`src/rtl/lrsi_pkg.sv`:
```
package lrsi_pkg;

    localparam int COORD_W  = 4;
    localparam int COLOR_W  = 8;
    localparam int INDEX_W  = 8;
    localparam int ERR_W    = 7;
    localparam int ROWS_DEF = 16;

    // Controller to datapath
    typedef struct packed {
        logic load;   // capture a new line request
        logic step;   // advance to the next point
    } lrsi_cmd_t;

    // Datapath to controller
    typedef struct packed {
        logic fin;    // current point is the end point
    } lrsi_status_t;

endpackage

```
`src/rtl/lrsi_ctrl.sv`:
```
module lrsi_ctrl
    import lrsi_pkg::*;
(
    input  logic         clk,
    input  logic         rst_n,
    input  logic         in_valid,
    output logic         in_ready,
    output logic         out_valid,
    input  logic         out_ready,
    input  lrsi_status_t status,
    output lrsi_cmd_t    cmd
);

    typedef enum logic [1:0] {
        ST_IDLE = 2'b01,
        ST_WALK = 2'b10
    } state_t;

    state_t state_reg;
    state_t state_next;
    logic   walking;
    logic   last_done;

    assign walking   = (state_reg == ST_WALK);
    // final point of the line leaves this cycle
    assign last_done = walking && out_ready && status.fin;

    assign in_ready  = (state_reg == ST_IDLE) || last_done;
    assign out_valid = walking;
    assign cmd.load  = in_valid && in_ready;
    assign cmd.step  = walking && out_ready && !status.fin;

    always_comb
    begin
        state_next = state_reg;
        case (state_reg)
            ST_IDLE:
            begin
                if (cmd.load)
                begin
                    state_next = ST_WALK;
                end
            end
            ST_WALK:
            begin
                if (last_done && !cmd.load)
                begin
                    state_next = ST_IDLE;
                end
            end
            default:
            begin
                state_next = ST_IDLE;
            end
        endcase
    end

    always_ff @(posedge clk or negedge rst_n)
    begin
        if (!rst_n)
        begin
            state_reg <= ST_IDLE;
        end
        else
        begin
            state_reg <= state_next;
        end
    end

endmodule

```
`config.mk`:
```
export PLATFORM = sky130hd
export DESIGN_NAME = lrsi_ctrl
export DESIGN_NICKNAME = d
export VERILOG_FILES = /design/src/rtl/lrsi_pkg.sv /design/src/rtl/lrsi_ctrl.sv
export SDC_FILE = /design/constraint.sdc
export NUM_CORES = 1
export LEC_CHECK = 0
export BUFFER_PORTS_ARGS = -buffer_cell sky130_fd_sc_hd__buf_2
export CAP_MARGIN = 40
export CORE_AREA = 2 2 39 41
export DETAILED_ROUTE_END_ITERATION = 12
export DIE_AREA = 0 0 41 43
export MAX_ROUTING_LAYER = met4
export PLACE_DENSITY = 0.3
export SLEW_MARGIN = 0
export SYNTH_ARGS = -nofsm -noshare
export SYNTH_HDL_FRONTEND = slang
export SYNTH_SLANG_ARGS = --single-unit
```
`constraint.sdc`:
```
create_clock -name clk -period 1.4 [get_ports clk]
set_clock_uncertainty 0.1 [all_clocks]
set_input_delay 0.14 -clock clk [delete_from_list [all_inputs] [get_ports clk]]
set_output_delay 0.14 -clock clk [all_outputs]
set_load 0.01 [all_outputs]
```
# Word level (Yosys, flattened, before mapping)
# Cells that the tools add are included.
dict set report classes {
  n_eq_ne 4
  n_addsub 0
  n_mux 3
  n_reduce_logical 9
  shift 0
  mul 0
  order_cmp 0
  div 0
  bitwise 0
}
# op count
set ops {}
lappend ops {{1-bit logical AND} 5}
lappend ops {{2-bit two-way mux} 2}
lappend ops {{2-bit case mux with 2 select lines} 1}
lappend ops {{2-bit by 1-bit == test with 1-bit output, second input constant} 1}
lappend ops {{2-bit == test, second input constant} 1}
lappend ops {{1-bit zero test} 2}
lappend ops {{2-bit by 1-bit inequality test with 1-bit output, second input constant} 1}
lappend ops {{2-bit inequality test, second input constant} 1}
lappend ops {{2-bit AND reduction} 1}
lappend ops {{1-bit logical OR} 1}
dict set report totals {
  mem_bits_rw 0
  wordCells 17
  mem_bits_ro 0
  latch_bits 0
  reg_bits 2
  memories 0
}

# Longest topological paths before layout
dict set report depth {
  ltp_word 9
  depth_mapped 2
}

# Worst setup path before layout
# OpenSTA, ideal clock, no wires.
dict set report synth_timing {
  kind {register to output}
  from {reg state_reg[0]}
  to {out cmd[1] (netlist bit)}
  arrival_ns 0.812
  n_path_buf 0
  setup_slack_ns 0.348
  stages_incl_launch_ff 3
  cell_sequence {dfstp_2 nand2b_1 a21boi_1}
}
# element line_no
set synth_rtl {}
lappend synth_rtl {{start, declared} lrsi_ctrl.sv:19} ;# state_t state_reg;
lappend synth_rtl {{start signal, assigned} lrsi_ctrl.sv:66} ;# state_reg <= state_next;
lappend synth_rtl {{end, declared} lrsi_ctrl.sv:11} ;# output lrsi_cmd_t cmd

==> run_results.csv <==
group,metric,value,unit
timing,fmax,0.741,GHz
logic_synthesis,synthesis.nets,18,
floorplanning,num_rows,14,
finish,area_delta_synth_final,77.5,%
floorplanning,ios,9,
clock_network,numCtsBuffers,3,
timing,setup-tns-final,0,ns
logic_synthesis,yosys.area_share.simple,39.2,%
run_status,outcome,"finished clean",
worst_setup_path,required,1.16,ns
logic_synthesis,synth_adder_area_share,0,%
logic_synthesis,synth_compound_area_share,17.6,%
flow_run,drv_cap,0,
clock_network,postCtsSetupRepairBufs,0,
global_route,use_met2,4.69,%
finish,final_cell_area,226,um2
worst_setup_path,path_class,"register to output port",
global_route,globalRouteOverflowTotal,0,
logic_synthesis,synth_top_family_by_area,"simple AND/OR/NAND/NOR gates",
logic_synthesis,synthXorXnorAreaFrac,0,%
floorplanning,die_area,1760,um2
clock_network,cts.clk_slew.worst_paths,0.04,ns
timing,report.final.hold_viol_count,0,
clock_network,cts_root_buffer,"clkbuf_4",
finish,seqCellArea,51.3,um2
finish,fin_cells,42,
finish,drive_above_1_share,53.8,%
finish,antenna_cells,0,
min_path,hold_path.class,"primary input to register",
finish,largest_reg_flops,2,
logic_synthesis,synthMuxAreaShare,0,%
worst_setup_path,crit_fanout,4,
place,gp_congestion,0.520,
worst_setup_path,crit_path_end_kind,"output port",
timing,worst_pin_slew,0.154,ns
timing,finalSetupViolations,0,
power_and_ir_drop,peakVddDrop,0.000636,V
logic_synthesis,synth.ff_latch_count,2,
timing,min_period,1.35,ns
place,io_buffers,8,
worst_setup_path,arrival,1.11,ns
floorplanning,initial_core_util,9.22,%
logic_synthesis,yosys_warnings,0,
timing,slew_viol_final,0,
floorplanning,die_h,43,um
logic_synthesis,syn_avg_cell_area,9.82,um2
clock_network,cts_tree,"built",
global_route,gr-usage-met3,4.71,%
detailed_routing,drt_pass1_iterations,2,
global_route,met1_usage,5.13,%
power_and_ir_drop,p_leak,0.000116,uW
logic_synthesis,yosysUniqueCellTypes,11,
place,placed_area,188,um2
detailed_routing,drc,0,
detailed_routing,via_per_inst,3.43,
place,place_ws,0.248,ns
clock_network,cts_sinks,2,
power_and_ir_drop,powerDensity,1930,nW/um2
logic_synthesis,netlist_area,128,um2
global_route,busiest_layer,"met1",
logic_synthesis,synth_seq_area_share,40.2,%
finish,multi_input_area,75.1,um2
floorplanning,fp.coreArea,1380,um2
clock_network,h-tree-depth,1,
global_route,antenna_found_initial,0,
global_route,grt_use_total,4.73,%
detailed_routing,vias,144,
clock_network,clockBufferDepth,2,
finish,final_util,16.4,%
timing,rsz0062_at_grt,"yes",
detailed_routing,routed_wl,323,um
detailed_routing,wire_per_inst,7.69,um
timing,period_share,96.4,%
timing,slew_headroom,89.7,%
worst_setup_path,worst_setup_path_start_kind,"register",
global_route,grt_max_degree,6,
global_route,grt_pass1_vias,129,
logic_synthesis,synth_cells,13,
detailed_routing,dr.first_iter.drc_count,5,
detailed_routing,antenna_left,0,
timing,setup_ws,0.0510,ns
clock_network,clk_latency,0.23,ns
finish,fill_cells,159,
finish,nets,32,
global_route,grt_pass1_wl,489,um
place,dp_cells,37,
floorplanning,dieWidth,41,um
## layout by cell type (no fill, tap or decap)
| cell type | instances |
|---|---|
| buf_2 | 8 |
| clkbuf_4 | 3 |
| nand2_1 | 2 |
| nand4b_1 | 1 |
| nand2b_1 | 1 |
| a21boi_1 | 1 |
| nand2b_2 | 1 |
| inv_1 | 1 |
| nor3b_2 | 1 |
| and3b_1 | 1 |
| o22a_1 | 1 |
| o22ai_1 | 1 |
| clkbuf_1 | 1 |
| dlygate4sd3_1 | 1 |
| dfstp_2 | 1 |
| dfrtp_1 | 1 |
## where the power goes
group          leakage [uW]  switching (uW)  internal (uW)  total (uW)
logic             0.0000782            80.4           85.3         166
registers         0.0000232            29.6           96.5         126
clock network     0.0000150            40.1            106         146
## Yosys cell counts
| master | instances | area (um2) |
|---|---|---|
| nor3b_2 | 1 | 12.5 |
| dfstp_2 | 1 | 26.3 |
| inv_1 | 1 | 3.75 |
| and3b_1 | 1 | 8.76 |
| a21boi_1 | 1 | 7.51 |
| nand4b_1 | 1 | 8.76 |
| o22ai_1 | 1 | 6.26 |
| nand2_1 | 2 | 7.51 |
| dfrtp_1 | 1 | 25.0 |
| o22a_1 | 1 | 8.76 |
| nand2b_1 | 2 | 12.5 |
## layout make-up
class                      instances  area share (%)
timing repair buffer               9            22.1
inverter                           1            1.66
multi-input combinational         10            33.1
sequential                         2            22.7
tap                               16            8.84
clock buffer                       4            11.6
## per-stage QoR
stage	total power [uW]	hold WS, ns
6_report	438	0.115
5_1_grt	478	0.128
4_1_cts	443	0.105
3_5_place_dp	285	-0.172
3_3_place_gp	281	-0.175
2_1_floorplan	223	-0.256
## cell families (layout without fill, tap and decap cells)
kind of cell | after synthesis | count (layout)
simple gates | 7 | 7
compound gates | 3 | 3
buf+inv | 1 | 14
flops | 2 | 2
## critical path, cell delays in order (launching register included)
cell and delay [ns]:
dfstp_2 0.53, nand2b_1 0.07, a21boi_1 0.14, buf_2 0.14
## metal layers
metal	share of wire [%]	routed length, um	up-vias
met4	0	0	0
met1	56	180	61
met5	0	0	-
met2	34	110	9
li1	-	-	74
met3	9.9	32	0
## path summary, 6_finish.rpt
check,startpoint,endpoint,slack [ns],cells past startpoint
setup / recovery,state_reg[0],cmd[1],0.05,3
hold / removal,in_valid,state_reg[1],0.11,3
setup reg to reg,state_reg[0],state_reg[0],0.41,2
hold reg to reg,state_reg[0],state_reg[1],0.45,2
max in group asynchronous,rst_n,state_reg[0],0.88,2
min in group asynchronous,rst_n,state_reg[1],0.12,2
## what timing repair did
item	4_1_cts	5_1_grt
hold buffers	1	0
endpoints found under the setup margin	0	3
gates resized for setup	0	1
hold endpoints to repair	2	0
Power figures use the tool's default switching activity.
