## src/rtl/lrsi_pkg.sv

```systemverilog
package lrsi_pkg;

    localparam int COORD_W  = 4;
    localparam int COLOR_W  = 8;
    localparam int INDEX_W  = 8;
    localparam int ERR_W    = 7;
    localparam int ROWS_DEF = 16;

    // Controller to datapath
    typedef struct packed {
        logic load;   // capture a new line request
        logic step;   // advance to the next point
    } lrsi_cmd_t;

    // Datapath to controller
    typedef struct packed {
        logic fin;    // current point is the end point
    } lrsi_status_t;

endpackage

```

## src/rtl/lrsi_datapath.sv

```systemverilog
module lrsi_datapath
    import lrsi_pkg::*;
#(
    parameter int ROWS = ROWS_DEF
)
(
    input  logic               clk,
    input  lrsi_cmd_t          cmd,
    output lrsi_status_t       status,
    input  logic [COORD_W-1:0] x_start,
    input  logic [COORD_W-1:0] y_start,
    input  logic [COORD_W-1:0] x_end,
    input  logic [COORD_W-1:0] y_end,
    input  logic [COLOR_W-1:0] red,
    input  logic [COLOR_W-1:0] green,
    input  logic [COLOR_W-1:0] blue,
    output logic [INDEX_W-1:0] led_index,
    output logic [COLOR_W-1:0] out_red,
    output logic [COLOR_W-1:0] out_green,
    output logic [COLOR_W-1:0] out_blue,
    output logic               last
);

    localparam logic [INDEX_W-1:0] ROWS_W    = INDEX_W'(ROWS);
    localparam logic [INDEX_W-1:0] ROWS_M1_W = INDEX_W'(ROWS - 1);
    localparam logic [COORD_W-1:0] STEP_POS  = COORD_W'(1);
    localparam logic [COORD_W-1:0] STEP_NEG  = {COORD_W{1'b1}};

    logic [COORD_W-1:0]       cur_col_reg, cur_row_reg, end_col_reg, end_row_reg;
    logic [COORD_W-1:0]       cur_col_next, cur_row_next;
    logic signed [ERR_W-1:0]  err_reg, err_next;
    logic [COORD_W:0]         twice_dx_reg, twice_dy_reg;
    logic                     neg_x_reg, neg_y_reg, x_major_reg;
    logic [COLOR_W-1:0]       red_reg, green_reg, blue_reg;

    // setup terms from the request
    logic [COORD_W-1:0]       dx, dy;
    logic                     neg_x, neg_y, x_major;
    logic [COORD_W:0]         twice_dx, twice_dy;
    logic signed [ERR_W-1:0]  err_init;

    // walk terms
    logic                     err_ge0;
    logic [COORD_W-1:0]       col_inc, row_inc;
    logic signed [ERR_W-1:0]  err_dec, err_add;
    logic [INDEX_W-1:0]       base, off;

    assign neg_x    = (x_end < x_start);
    assign neg_y    = (y_end < y_start);
    assign dx       = neg_x ? (x_start - x_end) : (x_end - x_start);
    assign dy       = neg_y ? (y_start - y_end) : (y_end - y_start);
    assign twice_dx = {dx, 1'b0};
    assign twice_dy = {dy, 1'b0};
    assign x_major  = (twice_dx > twice_dy);   // tie goes to y
    assign err_init = x_major
                    ? ERR_W'($signed({1'b0, twice_dy}) - $signed({2'b00, dx}))
                    : ERR_W'($signed({1'b0, twice_dx}) - $signed({2'b00, dy}));

    assign err_ge0  = !err_reg[ERR_W-1];
    assign col_inc  = neg_x_reg ? STEP_NEG : STEP_POS;
    assign row_inc  = neg_y_reg ? STEP_NEG : STEP_POS;

    always_comb
    begin
        cur_col_next = cur_col_reg;
        cur_row_next = cur_row_reg;
        if (x_major_reg)
        begin
            if (err_ge0)
            begin
                cur_row_next = cur_row_reg + row_inc;
            end
            cur_col_next = cur_col_reg + col_inc;
            err_dec      = err_ge0 ? ERR_W'(twice_dx_reg) : '0;
            err_add      = ERR_W'(twice_dy_reg);
        end
        else
        begin
            if (err_ge0)
            begin
                cur_col_next = cur_col_reg + col_inc;
            end
            cur_row_next = cur_row_reg + row_inc;
            err_dec      = err_ge0 ? ERR_W'(twice_dy_reg) : '0;
            err_add      = ERR_W'(twice_dx_reg);
        end
        err_next = err_reg - err_dec + err_add;
    end

    // the major axis reaches its end within 16 points, so no point count is kept
    always_ff @(posedge clk)
    begin
        if (cmd.load)
        begin
            cur_col_reg  <= x_start;
            cur_row_reg  <= y_start;
            end_col_reg  <= x_end;
            end_row_reg  <= y_end;
            err_reg      <= err_init;
            twice_dx_reg <= twice_dx;
            twice_dy_reg <= twice_dy;
            neg_x_reg    <= neg_x;
            neg_y_reg    <= neg_y;
            x_major_reg  <= x_major;
            red_reg      <= red;
            green_reg    <= green;
            blue_reg     <= blue;
        end
        else if (cmd.step)
        begin
            cur_col_reg  <= cur_col_next;
            cur_row_reg  <= cur_row_next;
            err_reg      <= err_next;
        end
    end

    assign status.fin = x_major_reg ? (cur_col_reg == end_col_reg)
                                    : (cur_row_reg == end_row_reg);

    // serpentine wiring: odd columns run bottom to top
    assign base = {{(INDEX_W-COORD_W){1'b0}}, cur_col_reg} * ROWS_W;
    assign off  = cur_col_reg[0]
                ? (ROWS_M1_W - {{(INDEX_W-COORD_W){1'b0}}, cur_row_reg})
                : {{(INDEX_W-COORD_W){1'b0}}, cur_row_reg};

    assign led_index = base + off;
    assign out_red   = red_reg;
    assign out_green = green_reg;
    assign out_blue  = blue_reg;
    assign last      = status.fin;

endmodule
```

## config.mk

```make
export PLATFORM = sky130hd
export DESIGN_NAME = lrsi_datapath
export DESIGN_NICKNAME = d
export VERILOG_FILES = /design/src/rtl/lrsi_pkg.sv /design/src/rtl/lrsi_datapath.sv
export SDC_FILE = /design/constraint.sdc
export NUM_CORES = 1
export LEC_CHECK = 0
export BUFFER_PORTS_ARGS = -buffer_cell sky130_fd_sc_hd__buf_2
export CORE_ASPECT_RATIO = 2
export CORE_UTILIZATION = 33
export DETAILED_ROUTE_END_ITERATION = 10
export PLACE_DENSITY_LB_ADDON = 0.05
export SLEW_MARGIN = 25
export SYNTH_ARGS = -nofsm -noshare
export SYNTH_HDL_FRONTEND = slang
export SYNTH_SLANG_ARGS = --single-unit
```

## constraint.sdc

```tcl
create_clock -name clk -period 5.1 [get_ports clk]
set_input_delay 0 -clock clk [delete_from_list [all_inputs] [get_ports clk]]
set_output_delay 0 -clock clk [all_outputs]
set_load 0.02 [all_outputs]
```

# Yosys cells after proc, flatten, opt, wreduce, memory -nomap -nowiden
# Index checks and enable logic that the tools add are counted.
# W data, S select, Z words.
word_totals:
  regBits: 58
  input_bits: 43
  output_inout_bits: 34
  wordCells: 56
classes:
  add_sub_neg: 12
  n_lt_le_gt_ge: 3
  eq_ne: 4
  n_mux: 21
  reduce_logical: 3
ops:
  columns: ["cell", "count"]
  rows:
  - ["$mux W4", 12]
  - ["$mux W7", 3]
  - ["$mux W5", 4]
  - ["$sub A4 B4 Y4", 4]
  - ["$sub A5 B4 Y6", 2]
  - ["$add A4 B4 Y4", 2]
  - ["$add A8 B8 Y8", 1]
  - ["$eq A4 B4 Y1", 2]
  - ["$lt A4 B4 Y1", 2]
  - ["$mux W8", 1]
  - ["$add A7 B7 Y7", 1]
  - ["$sub A7 B7 Y7", 1]
  - ["$gt A5 B5 Y1", 1]
  - ["$sub A4 B4 Y5 const A", 1]
  - ["$reduce_and A2 Y1", 2]
  - ["$ne A3 B2 Y1 const B", 1]
  - ["$ne A3 B3 Y1 const B", 1]
  - ["$reduce_bool A2 Y1", 1]
  - ["$mux W1", 1]

# Longest topological paths before layout
logic_depth:
  word_depth: 6
  depth_mapped: 18
  depth_no_buf: 18

# Least setup slack after synthesis
# Ideal clock, no wire load.
synth_path:
  path_kind: "input -> register"
  start: "input x_end[0]"
  end: "register err_reg[1] (data pin)"
  setup_ns: 0.268
  t_arrival_ns: 3.010
  t_required_ns: 4.832
  path_slack_ns: 1.822
  stages: 17
  n_path_buf: 0
  cell_sequence: "inv_1 > ha_1 > inv_1 > fa_1 > a211o_1 > o21ai_1 > mux2i_1 > a221oi_1 > nor2_1 > inv_1 > ha_1 > nand2_1 > or4b_1 > and3_4 > inv_2 > mux2i_1 > mux2i_1"
synth_between:
  elab_chain_len: 5
  elab_cells_between_ends: 9
  classes_between: "add/sub (4); order compare (2); mux (3)"
synth_rtl:
  columns: ["element", "line_no", "text"]
  rows:
  - ["start, declared", "lrsi_datapath.sv:12", "input logic [COORD_W-1:0] x_end,"]
  - ["$lt A4 B4 Y1", "lrsi_datapath.sv:48", "assign neg_x = (x_end < x_start);"]
  - ["net neg_x", "lrsi_datapath.sv:38", "logic neg_x, neg_y, x_major;"]
  - ["$mux W4", "lrsi_datapath.sv:50", "assign dx = neg_x ? (x_start - x_end) : (x_end - x_start);"]
  - ["net dx[3]", "lrsi_datapath.sv:37", "logic [COORD_W-1:0] dx, dy;"]
  - ["$gt A5 B5 Y1", "lrsi_datapath.sv:54", "assign x_major = (twice_dx > twice_dy);"]
  - ["net x_major", "lrsi_datapath.sv:38", null]
  - ["$mux W7", "lrsi_datapath.sv:56", "? ERR_W'($signed({1'b0, twice_dy}) - $signed({2'b00, dx}))"]
  - ["$mux W7", "lrsi_datapath.sv:93", "if (cmd.load)"]
  - ["end signal, assigned", "lrsi_datapath.sv:99", "err_reg <= err_init;"]
  - ["end signal, assigned", "lrsi_datapath.sv:113", "err_reg <= err_next;"]
  - ["end, declared", "lrsi_datapath.sv:31", "logic signed [ERR_W-1:0] err_reg, err_next;"]
# The timed path passes the listed nets, and every way through them passes these cells.
# A chain may end at the register's enable or synchronous reset.

# Worst setup path in the final report
# Same ends and word-level chain as after synthesis.

==> flow_metrics.env <==
export IMPL_outcome="completed"
export IMPL_r2r_slack_ns=2.00
export IMPL_cts_buffers=9
export IMPL_ys_seq_elements=57
export IMPL_initial_core_util=0.341
export IMPL_antenna_found_initial=0
export IMPL_cp_required_ns=5.14
export IMPL_synth_top_area_share=0.459
export IMPL_fin_skew_ns=0.00676
export IMPL_gp_congestion=0.829
export IMPL_min_delay_path_depth=3
export IMPL_path_clk_slew_ns=0.05
export IMPL_coreArea_sq_um=10900
export IMPL_synthTopCellsByArea="edfxtp_1 (46%), ha_1 (9.7%), fa_1 (5.9%)"
export IMPL_grt_pass1_wl_mm=14.6
export IMPL_max_clock_freq_mhz=247
export IMPL_io_pin_count=77
export IMPL_seqPwrFrac=0.308
export IMPL_die_h_um=152
export IMPL_max_cap_violations=0
export IMPL_endpoint_kind="flip-flop"
export IMPL_syn_avg_cell_area_sq_um=11.7
export IMPL_async_flop_share=0
export IMPL_drc=0
export IMPL_vias=2760
export IMPL_crit_path_start_kind="primary input"
export IMPL_htreeDepth=3
export IMPL_finalSetupTns_ns=0
export IMPL_clk_latency_ns=0.33
export IMPL_post_cts_buffers=0
export IMPL_reg2reg_from="x_major_reg"
export IMPL_rsz0062_at_grt="false"
export IMPL_final_antenna_net_count=0
export IMPL_timing_final_crit_period_ns=4.05
export IMPL_cts_root_buffer="clkbuf_16"
export IMPL_pwr_share_clk=0.229
export IMPL_power_share_switching=0.375
export IMPL_avgViaCountPerCell=4.78
export IMPL_whs_endpoint="cur_row_reg[0]"
export IMPL_ys_flop_type="edfxtp_1"
export IMPL_rows=54
export IMPL_r2r_worst_path_cells=10
export IMPL_post_drt_wl_per_cell_um=16.0
export IMPL_yosysUniqueCellTypes=66
export IMPL_r2r_end="err_reg[6]"
export IMPL_cell_internal_pwr_mw=1.45
export IMPL_wirelength_mm=9.25
export IMPL_numPortBuffers=76
export IMPL_worstPathMaxFanout=5
export IMPL_grt_pass1_vias=2942
export IMPL_power_density_nw_per_um2=478
export IMPL_setup_viol=0
export IMPL_combPwrFrac=0.464
export IMPL_hpwlAfterDp_mm=7.00
export IMPL_dp_slack_ns=1.23
export IMPL_die_w_um=77.2
export IMPL_fin_nets=516
export IMPL_yosysTopAreaCell="edfxtp_1"
export IMPL_holdCritStartpoint="y_start[0]"
export IMPL_ir_drop_mv=0.225
export IMPL_area_delta_synth_final_pct=30.1
export IMPL_hold_path_class="primary input to flip-flop"
export IMPL_synth_edf_count=57
export IMPL_ys_warn_count=0
export IMPL_clock_path_buffers=2
export IMPL_cts_tree="yes"
export IMPL_synthCells=319
export IMPL_hold_viol=0
export IMPL_grt_max_degree=65
export IMPL_syn_nets=402
export IMPL_antennaDiodeCount=0
export IMPL_first_iter_violations=71
export IMPL_dr_pass1_iters=4
export IMPL_syn_area_sq_um=3730
export IMPL_tightest_slew_ns=0.779
export IMPL_p_leak_nw=2.11
export IMPL_total_power_mw=2.32
export IMPL_ys_seq_area_frac=0.459
export IMPL_slew_viol_final=0
export IMPL_power_switching_mw=0.869
export IMPL_grt_usage=0.166
export IMPL_timing_final_ws_setup_ns=1.05
export IMPL_dieArea_sq_um=11800
export IMPL_grt_overflow=0
export IMPL_cts_sinks=57
export IMPL_n_fill_cell=1103
export IMPL_drive_above_1_share=0.258
export IMPL_utilization=0.444
export IMPL_slew_headroom=0.480
export IMPL_critPathKind="primary input to flip-flop"
export IMPL_min_period_over_period=0.794
export IMPL_cp_arrival_ns=4.09
## logic make-up after synthesis
group | share of synthesized area
AOI/OAI and AO/OA | 0.125
xor gates and xnor gates | 0.0751
adders and majority gates | 0.159
buffers and inverters | 0.0499
DFF | 0.459
muxes | 0.0459
and+or+nand+nor | 0.0862
## power groups by stage
stage               combinational [mW]  clock, mW  sequential (mW)
global placement                  1.05          0            0.723
floorplan                        0.781          0            0.725
CTS                               1.10      0.549            0.717
detailed placement                1.07          0            0.726
global route                      1.22      0.569            0.726
finish                            1.08      0.530            0.714
## cell usage in the layout (no fill, tap or decap), types with 2 or more instances in the layout
master / synthesis / final
mux2_2: 9 / 9
a21o_1: 8 / 8
nand3_1: 4 / 4
a21oi_1: 15 / 15
o21bai_1: 2 / 2
nand2b_1: 2 / 2
edfxtp_1: 57 / 57
buf_2: 2 / 76
clkinvlp_4: 0 / 2
nand2_1: 22 / 22
xor2_1: 17 / 17
o22ai_1: 2 / 2
dlygate4sd3_1: 0 / 34
ha_1: 29 / 29
clkinv_2: 0 / 3
o21ai_1: 3 / 3
a31oi_1: 6 / 6
xnor2_1: 15 / 15
clkbuf_16: 0 / 9
clkinv_1: 1 / 3
nor4_1: 2 / 2
mux2i_1: 7 / 7
nor2_1: 12 / 12
inv_1: 36 / 36
fa_1: 11 / 11
and3_4: 2 / 2
o21a_1: 2 / 2
o21ai_0: 8 / 8
a211oi_1: 2 / 2
## critical path, stage by stage
cell and delay (ns):
dlygate4sd3_1 0.53, buf_2 0.14, inv_1 0.05, ha_1 0.13
inv_1 0.06, fa_1 0.45, a211o_1 0.34, o21ai_1 0.19
mux2i_1 0.25, a221oi_1 0.12, nor2_1 0.27, inv_1 0.11
ha_1 0.33, nand2_1 0.07, or4b_1 0.49, and3_4 0.19
inv_2 0.08, mux2i_1 0.20, mux2i_1 0.10
## per-stage QoR
step / hold slack (ns) / std cells / instance area [sq um]
after CTS: 0.00203 / 578 / 4850
final: 0.00579 / 578 / 4850
after global routing: 0.0367 / 578 / 4850
after floorplan: 0.0989 / 319 / 3730
after detailed placement: 0.178 / 528 / 4250
after global placement: 0.176 / 528 / 4250
## metal layers
layer | share of wire | routed length [um] | up-vias | global-route usage
met5 | 0 | 0 | - | 0
met4 | 0.037 | 342 | 0 | 0.0934
met3 | 0.037 | 344 | 20 | 0.0299
met2 | 0.56 | 5210 | 96 | 0.321
met1 | 0.36 | 3350 | 1271 | 0.158
li1 | - | - | 1373 | -
## how the worst max path moves through the flow
stage | to | cells after the start | slack (ns) | startpoint
after global placement | err_reg[1] | 18 | 1.31 | x_end[0]
final | err_reg[1] | 19 | 1.05 | x_end[0]
after detailed placement | err_reg[1] | 18 | 1.23 | x_end[0]
after floorplan | err_reg[1] | 17 | 1.82 | x_end[0]
after CTS | err_reg[1] | 19 | 1.02 | x_end[0]
after global routing | err_reg[1] | 19 | 0.73 | x_end[0]
## timing repair
action                    in CTS  in global routing
hold endpoints to repair      34                  0
hold buffers                  34                  0
gates resized for setup        0                  0
## cells in the mapped netlist, drive strengths merged (2+ instances only)
cell type and number:
a211oi 3, a21o 8, a21oi 16, a31oi 6
and3 3, buf 5, clkbuf 3, edfxtp 57
fa 11, ha 29, inv 37, mux2 9
mux2i 7, nand2 22, nand2b 2, nand3 5
nand3b 2, nor2 12, nor4 3, o211ai 2
o21a 2, o21ai 12, o21bai 2, o22ai 2
or2 3, xnor2 15, xor2 17
## cell type report
class	count	area, sq um	share of cell area
tap	140	175	0.0361
clock buffer	9	225	0.0464
multi-input combinational	216	1830	0.378
clock inverter	7	37.5	0.00773
timing repair buffer	111	728	0.150
sequential	57	1710	0.353
inverter	38	143	0.0294
(Power assumes the default switching activity.)
